--- src/rtl/wbps_pkg.sv ---
// ----------------------------------------------------------------------------
// wbps_pkg
// shared types and constants of the wildcard byte pattern scanner
// ----------------------------------------------------------------------------
`default_nettype none

package wbps_pkg;

  localparam int unsigned PATTERN_MAX_DEF   = 64;
  localparam int unsigned POSITION_BITS_DEF = 32;
  localparam int unsigned LEN_CFG_W         = 7;
  localparam int unsigned RES_DEPTH         = 4;
  localparam logic [7:0]  WILDCARD_BYTE     = 8'h3F;

  typedef enum logic {
    OP_LOAD = 1'b0,
    OP_SCAN = 1'b1
  } op_e;

  typedef enum logic {
    KIND_MATCH  = 1'b0,
    KIND_STATUS = 1'b1
  } kind_e;

  typedef enum logic [1:0] {
    STATUS_NONE   = 2'd0,
    STATUS_UNIQUE = 2'd1,
    STATUS_MULTI  = 2'd2
  } status_e;

  typedef struct packed {
    logic       op;
    logic [5:0] pattern_index;
    logic [7:0] pattern_value;
    logic [7:0] data_byte;
    logic       region_end;
  } scan_in_t;

  typedef struct packed {
    logic        result_kind;
    logic [31:0] match_position;
    logic [1:0]  match_status;
    logic        last_result;
  } scan_out_t;

  typedef struct packed {
    logic [1:0] count;
    scan_out_t  first;
    scan_out_t  second;
  } res_push_t;

endpackage

`default_nettype wire

--- src/rtl/wbps_match.sv ---
// ----------------------------------------------------------------------------
// wbps_match
// parallel compare of the aligned pattern against the byte window
// ----------------------------------------------------------------------------
`default_nettype none

module wbps_match import wbps_pkg::*; #(
  parameter int unsigned PATTERN_MAX = PATTERN_MAX_DEF,
  localparam int unsigned LenW = $clog2(PATTERN_MAX + 1)
) (
  input  logic [PATTERN_MAX-1:0][7:0] pattern_i,
  input  logic [PATTERN_MAX-1:0][7:0] window_i,
  input  logic [LenW-1:0]             length_i,
  input  logic [LenW-1:0]             fill_i,
  output logic                        hit_o
);

  logic [PATTERN_MAX-1:0] ok;

  always_comb begin
    for (int j = 0; j < PATTERN_MAX; j++) begin
      ok[j] = (32'(j) >= 32'(length_i)) ||
              (pattern_i[j] == WILDCARD_BYTE) ||
              (pattern_i[j] == window_i[j]);
    end
  end

  assign hit_o = (fill_i >= length_i) && (&ok);

endmodule

`default_nettype wire

--- src/rtl/wbps_result_fifo.sv ---
// ----------------------------------------------------------------------------
// wbps_result_fifo
// small result queue taking up to two results per cycle, one out per cycle unless out_stall_i is high
// ----------------------------------------------------------------------------
`default_nettype none

module wbps_result_fifo import wbps_pkg::*; (
  input  logic      clk_i,
  input  logic      rst_ni,
  input  res_push_t push_i,
  output logic      room_o,
  output logic      out_valid_o,
  input  logic      out_stall_i,
  output scan_out_t out_data_o
);

  localparam int unsigned PtrW = $clog2(RES_DEPTH);
  localparam int unsigned CntW = $clog2(RES_DEPTH + 1);

  scan_out_t [RES_DEPTH-1:0] mem_q;
  logic [PtrW-1:0] wr_ptr_q, wr_ptr_d, rd_ptr_q, rd_ptr_d;
  logic [CntW-1:0] cnt_q, cnt_d;
  logic            pop;

  assign out_valid_o = (cnt_q != '0);
  assign out_data_o  = mem_q[rd_ptr_q];
  assign room_o      = (cnt_q <= CntW'(RES_DEPTH - 2));
  assign pop         = out_valid_o & ~out_stall_i;

  assign wr_ptr_d = wr_ptr_q + PtrW'(push_i.count);
  assign rd_ptr_d = rd_ptr_q + PtrW'(pop);
  assign cnt_d    = cnt_q + CntW'(push_i.count) - CntW'(pop);

  always_ff @(posedge clk_i) begin
    if (push_i.count != 2'd0) begin
      mem_q[wr_ptr_q] <= push_i.first;
    end
    if (push_i.count == 2'd2) begin
      mem_q[wr_ptr_q + PtrW'(1)] <= push_i.second;
    end
  end

  always_ff @(posedge clk_i or negedge rst_ni) begin
    if (!rst_ni) begin
      wr_ptr_q <= '0;
      rd_ptr_q <= '0;
      cnt_q    <= '0;
    end else begin
      wr_ptr_q <= wr_ptr_d;
      rd_ptr_q <= rd_ptr_d;
      cnt_q    <= cnt_d;
    end
  end

endmodule

`default_nettype wire

--- src/rtl/wildcard_byte_pattern_scanner_core.sv ---
// ----------------------------------------------------------------------------
// wildcard_byte_pattern_scanner_core
// streaming wildcard byte pattern search with per-region match status
// ----------------------------------------------------------------------------
// channel  signals                                 role
// cfg      cfg_valid_i cfg_ready_o cfg_data_i      pattern length write
// in       in_valid_i  in_stall_o  in_data_i       pattern load or region byte
// out      out_valid_o out_stall_i out_data_o      match position or status
//
// one item per cycle unless in_stall_o is high: input register, one compare pass, result queue
// an item is held in the input register, compared, and its results written to the queue before they reach out
// a length write realigns the pattern copy by shifting it, with in_stall_o high and cfg_ready_o low
// reset clears control state only; stalls on out back up through the queue
// ----------------------------------------------------------------------------
`default_nettype none

module wildcard_byte_pattern_scanner_core import wbps_pkg::*; #(
  parameter int unsigned PATTERN_MAX   = PATTERN_MAX_DEF,
  parameter int unsigned POSITION_BITS = POSITION_BITS_DEF
) (
  input  logic                 clk_i,
  input  logic                 rst_ni,
  input  logic                 cfg_valid_i,
  output logic                 cfg_ready_o,
  input  logic [LEN_CFG_W-1:0] cfg_data_i,
  input  logic                 in_valid_i,
  output logic                 in_stall_o,
  input  scan_in_t             in_data_i,
  output logic                 out_valid_o,
  input  logic                 out_stall_i,
  output scan_out_t            out_data_o
);

  localparam int unsigned LenW = $clog2(PATTERN_MAX + 1);

  scan_in_t                    in_q;
  logic                        in_full_q, in_full_d;
  logic [PATTERN_MAX-1:0][7:0] pat_q, align_q, win_q, win_next;
  logic [LenW-1:0]             len_q, shift_q, fill_q, len_eff, fill_inc;
  logic [POSITION_BITS-1:0]    pos_q, start_pos;
  logic [1:0]                  mcnt_q, mcnt_inc;
  logic                        hit, room, busy, accept, consume;
  logic                        is_scan, is_load, load_ok, cfg_write;
  scan_out_t                   res_match, res_status;
  res_push_t                   push;

  assign busy        = (shift_q != '0);
  assign cfg_ready_o = ~busy;
  assign cfg_write   = cfg_valid_i & cfg_ready_o;
  assign in_stall_o  = busy | (in_full_q & ~room);
  assign accept      = in_valid_i & ~in_stall_o;
  assign consume     = in_full_q & room & ~busy;
  assign is_scan     = consume & (in_q.op == OP_SCAN);
  assign is_load     = consume & (in_q.op == OP_LOAD);
  assign load_ok     = (32'(in_q.pattern_index) < PATTERN_MAX);
  assign in_full_d   = accept ? 1'b1 : (consume ? 1'b0 : in_full_q);

  always_comb begin
    if (cfg_data_i == '0) begin
      len_eff = LenW'(1);
    end else if (32'(cfg_data_i) > PATTERN_MAX) begin
      len_eff = LenW'(PATTERN_MAX);
    end else begin
      len_eff = LenW'(cfg_data_i);
    end
  end

  always_comb begin
    win_next[0] = in_q.data_byte;
    for (int j = 1; j < PATTERN_MAX; j++) begin
      win_next[j] = win_q[j-1];
    end
  end

  assign fill_inc = (fill_q < LenW'(PATTERN_MAX)) ? fill_q + LenW'(1) : fill_q;

  wbps_match #(
    .PATTERN_MAX(PATTERN_MAX)
  ) u_match (
    .pattern_i(align_q),
    .window_i (win_next),
    .length_i (len_q),
    .fill_i   (fill_inc),
    .hit_o    (hit)
  );

  assign mcnt_inc  = (hit && (mcnt_q != 2'(STATUS_MULTI))) ? mcnt_q + 2'd1 : mcnt_q;
  assign start_pos = pos_q - POSITION_BITS'(len_q - LenW'(1));

  always_comb begin
    res_match.result_kind    = KIND_MATCH;
    res_match.match_position = 32'(start_pos);
    res_match.match_status   = STATUS_NONE;
    res_match.last_result    = ~in_q.region_end;

    res_status.result_kind    = KIND_STATUS;
    res_status.match_position = '0;
    res_status.match_status   = mcnt_inc;
    res_status.last_result    = 1'b1;

    push.count  = is_scan ? (2'(hit) + 2'(in_q.region_end)) : 2'd0;
    push.first  = hit ? res_match : res_status;
    push.second = res_status;
  end

  wbps_result_fifo u_fifo (
    .clk_i      (clk_i),
    .rst_ni     (rst_ni),
    .push_i     (push),
    .room_o     (room),
    .out_valid_o(out_valid_o),
    .out_stall_i(out_stall_i),
    .out_data_o (out_data_o)
  );

  always_ff @(posedge clk_i) begin
    if (accept) begin
      in_q <= in_data_i;
    end
    if (is_scan) begin
      win_q <= win_next;
    end
    for (int k = 0; k < PATTERN_MAX; k++) begin
      if (is_load && (32'(in_q.pattern_index) == k)) begin
        pat_q[k] <= in_q.pattern_value;
      end
    end
    // aligned copy: align_q[j] holds pattern entry length-1-j
    if (cfg_write) begin
      for (int j = 0; j < PATTERN_MAX; j++) begin
        align_q[j] <= pat_q[PATTERN_MAX-1-j];
      end
    end else if (busy) begin
      for (int j = 0; j + 1 < PATTERN_MAX; j++) begin
        align_q[j] <= align_q[j+1];
      end
    end else if (is_load && load_ok) begin
      for (int j = 0; j < PATTERN_MAX; j++) begin
        if (32'(j) + 32'(in_q.pattern_index) + 32'd1 == 32'(len_q)) begin
          align_q[j] <= in_q.pattern_value;
        end
      end
    end
  end

  always_ff @(posedge clk_i or negedge rst_ni) begin
    if (!rst_ni) begin
      in_full_q <= 1'b0;
      len_q     <= LenW'(1);
      shift_q   <= '0;
      fill_q    <= '0;
      pos_q     <= '0;
      mcnt_q    <= '0;
    end else begin
      in_full_q <= in_full_d;
      if (cfg_write) begin
        len_q   <= len_eff;
        shift_q <= LenW'(PATTERN_MAX) - len_eff;
      end else if (busy) begin
        shift_q <= shift_q - LenW'(1);
      end
      if (is_scan) begin
        if (in_q.region_end) begin
          fill_q <= '0;
          pos_q  <= '0;
          mcnt_q <= '0;
        end else begin
          fill_q <= fill_inc;
          pos_q  <= pos_q + POSITION_BITS'(1);
          mcnt_q <= mcnt_inc;
        end
      end
    end
  end

endmodule

`default_nettype wire

--- config.mk ---
export PLATFORM = sky130hd
export DESIGN_NAME = wildcard_byte_pattern_scanner_core
export DESIGN_NICKNAME = d
export VERILOG_FILES = /design/src/rtl/wbps_pkg.sv /design/src/rtl/wbps_match.sv /design/src/rtl/wbps_result_fifo.sv /design/src/rtl/wildcard_byte_pattern_scanner_core.sv
export SDC_FILE = /design/constraint.sdc
export NUM_CORES = 2
export LEC_CHECK = 0
export BUFFER_PORTS_ARGS = -buffer_cell sky130_fd_sc_hd__buf_2
export CELL_PAD_IN_SITES_DETAIL_PLACEMENT = 2
export CELL_PAD_IN_SITES_GLOBAL_PLACEMENT = 2
export CORE_UTILIZATION = 45
export DETAILED_ROUTE_END_ITERATION = 7
export PLACE_DENSITY_LB_ADDON = 0.1
export SKIP_CTS_REPAIR_TIMING = 1
export SYNTH_ARGS = -nofsm -noshare
export SYNTH_HDL_FRONTEND = slang
export SYNTH_SLANG_ARGS = --single-unit
--- constraint.sdc ---
create_clock -name clk_i -period 23.2 [get_ports clk_i]
set_clock_uncertainty 0.1 [all_clocks]
set_input_delay 4.64 -clock clk_i [delete_from_list [all_inputs] [get_ports clk_i]]
set_output_delay 4.64 -clock clk_i [all_outputs]
set_load 0.02 [all_outputs]
==> impl_metrics.tcl <==
set metrics [dict create \
    grt_pass1_wl_um 436000 \
    fin_util_pct 50.9 \
    die_y_um 415 \
    die_w_um 415 \
    first_global_vias 59300 \
    synth_fp_nets 6290 \
    cts.clk_slew.worst_paths_ns 0.06 \
    final.min_clock_period_ns 8.60 \
    slew_headroom_pct -1.70 \
    peakVddDrop_mv 0.0935 \
    arrival_ns 9.23 \
    drv_slew 2 \
    yosysSeqAreaShare_pct 66.6 \
    track_usage_pct 34.9 \
    syn2layout_area_growth_pct 12.3 \
    cts_buffers 187 \
    via_count 55300 \
    crit_path_max_fanout 79 \
    dieArea_um2 172000 \
    firstDrtPassIters 6 \
    fin_ws_ns 14.60 \
    drc 0 \
    critPathLaunchType "register" \
    hold_viol 0 \
    synth_top_flop_cell "edfxtp_1" \
    max_freq_mhz 116 \
    avgViaCountPerCell 6.42 \
    yosysTopAreaCell "edfxtp_1" \
    ys.warnings.count 0 \
    final_cell_count_no_fill 8609 \
    drv_cap 1 \
    post-place-cells 8262 \
    ys_seq_elements 1759 \
    syn_inst 6175 \
    hp-class "reg -> reg" \
    nets 6349 \
    clockBufferDepth 3 \
    io_pins 75 \
    drive_gt1_share_pct 9.50 \
    yosysTopAreaCellShare_pct 60.8 \
    crit_path_end_kind "register" \
    synth.top_cells.by_area "edfxtp_1 (61%), a21oi_1 (7.9%), xor2_1 (4.6%), dfxtp_1 (3.8%), xnor2_1 (3.4%)" \
    cts_tree "yes" \
    grt_max_degree 216 \
    start_util_pct 45.3 \
    rsz0062_at_grt "false" \
    h-tree-depth 4 \
    placement.io_buffers 74 \
    status "complete, but fails checks" \
    drtIter0Drc 5981 \
    syn_area_um2 76700 \
    wire_per_inst_um 35.4 \
    min_period_over_period_pct 37.1 \
    synth_edf_count 1552 \
    crit_type "reg -> reg" \
    clk_latency_ns 0.85 \
    violations "max-capacitance violations, max-slew violations" \
    p_leak_nw 28.5 \
    routabilityCongestion 0.925 \
    worstPathRequired_ns 23.83 \
    ant_nets 0 \
    grt_overflow 0 \
    p_per_area_nw_per_um2 112 \
    setup_tns_ns 0 \
    dpl.hpwl_um 196000 \
    tightest_slew_ns 1.51 \
    core_um2 169000 \
    syn_avg_cell_area_um2 12.4 \
    synth_async_sr_flop_share_pct 3.58 \
    clock_sinks 1759 \
    pre_cts_ws_ns 14.65 \
    drt-total-wl_um 305000 \
    setup_viol 0 \
    cts_root_buf "clkbuf_16" \
    rows 151 \
    antenna_found_initial 21 \
    yosysUniqueCellTypes 85 \
    power_mw 9.64 \
]
cell usage in the layout (no fill, tap or decap), types with 27 or more instances in the layout:
master     Yosys  final
o21ai_0      146    139
mux4_2        36     36
buf_2         11     73
nor2_1       692    689
clkinv_1       3     31
a21oi_1     1213   1213
edfxtp_1    1552   1552
buf_4          5    152
a22o_1        30     30
clkbuf_1     326     51
o31ai_1       43     27
ha_1          77     77
xnor2_1      298    297
nor3_1        32     28
nor4_1       138    132
nand2_1      338    338
nand3_1      111    111
dfrtp_1       62     58
nand4_1      125    125
inv_1         38     38
clkbuf_16      0    193
xor2_1       399    398
dfxtp_1      144    144
logic make-up (layout without fill, tap and decap cells):
group                      after synthesis  in the layout  share of synthesized area, %
other                                    0             10                             0
AOI/OAI and AO/OA                     1592           1592                          11.3
adders and majority gates               79             79                          1.31
DFF                                   1759           1759                          66.6
muxes                                   48             48                          1.23
buffers and inverters                  407            613                          2.04
and+or+nand+nor                       1593           1593                          9.57
xor gates and xnor gates               697            697                          7.96
state kept, by name, summed over array words and instances, names as in the netlist:
register         flops
win_next           504
shift_q              7
pos_q               32
u_fifo.mem_q       144
align_q            512
u_fifo.cnt_q         3
fill_q               7
u_fifo.rd_ptr_q      2
mcnt_q               2
in_full_q            1
u_fifo.wr_ptr_q      2
len_q                7
in_q                24
pat_q              512
report_power, final:
part	switching (mW)	total, mW	internal, mW
clock network	1.34	3.11	1.77
registers	0.689	4.75	4.06
logic	1.11	1.78	0.664
total	3.14	9.64	6.50
layer usage:
metal  GRT usage [%]  share of wire [%]  up-vias
met5               0              0.032        -
met2            58.5                 49     2316
met4            16.1                5.0       14
li1                -                  -    22900
met1            43.8                 39    29300
met3            6.39                7.2      661
worst max-delay path: stages (launching register included):
cell and delay [ns]:
dfrtp_2 0.80, o21ai_0 0.91, a221oi_1 0.39, a2111oi_1 1.15, nand4_1 0.39, nor4_4 0.44
nand3_2 0.65, nor2_4 0.25, buf_4 0.69, ha_1 0.48, o21ai_0 0.51, nor2_1 0.16
nor2_1 0.99, o32ai_1 0.18, a221o_1 0.31
cell usage after synthesis (all sizes together) (6+ instances only):
cell     count
a2111oi      6
a211oi       8
a21o        23
a21oi     1213
a221oi      11
a22o        30
a22oi        9
a31oi       15
and2         6
and3        26
buf         34
clkbuf     326
dfrtp       62
dfxtp      144
edfxtp    1552
ha          77
inv         44
mux2        11
mux4        36
nand2      338
nand2b      22
nand3      112
nand4      125
nor2       694
nor2b       29
nor3        33
nor4       143
o211ai       9
o21ai      151
o21bai       7
o22ai       10
o31ai       43
o41ai       14
or2          9
or3         23
or4         18
xnor2      298
xor2       399
final timing paths:
kind	from	endpoint	slack [ns]	cells after the start
setup / recovery	len_q[2]$_DFFE_PN0P_	u_fifo.mem_q[73]$_DFF_P_	14.60	14
hold reg to reg	u_fifo.mem_q[26]$_DFF_P_	u_fifo.mem_q[26]$_DFF_P_	0.34	2
max in group asynchronous	rst_ni	len_q[6]$_DFFE_PN0P_	18.36	2
min in group asynchronous	rst_ni	pos_q[31]$_DFFE_PN0P_	3.92	2
hold / removal	u_fifo.mem_q[26]$_DFF_P_	u_fifo.mem_q[26]$_DFF_P_	0.34	2
setup reg to reg	len_q[2]$_DFFE_PN0P_	u_fifo.mem_q[73]$_DFF_P_	14.60	14
per-stage QoR:
step,hold slack [ns],instance area (um2)
5_1_grt,0.365,86100
6_report,0.345,86100
3_3_place_gp,0.328,79900
3_5_place_dp,0.340,80000
4_1_cts,0.350,86000
2_1_floorplan,0.318,76700
cell type report:
type	instances	area [um2]
Clock buffer	250	5100
Timing Repair Buffer	230	1590
Antenna cell	10	25.0
Clock inverter	86	991
Sequential cell	1759	51100
Fill cell	16200	83200
Tap cell	2218	2780
Inverter	47	191
Multi-Input combinational cell	4009	24300
(Power assumes the default switching activity.)
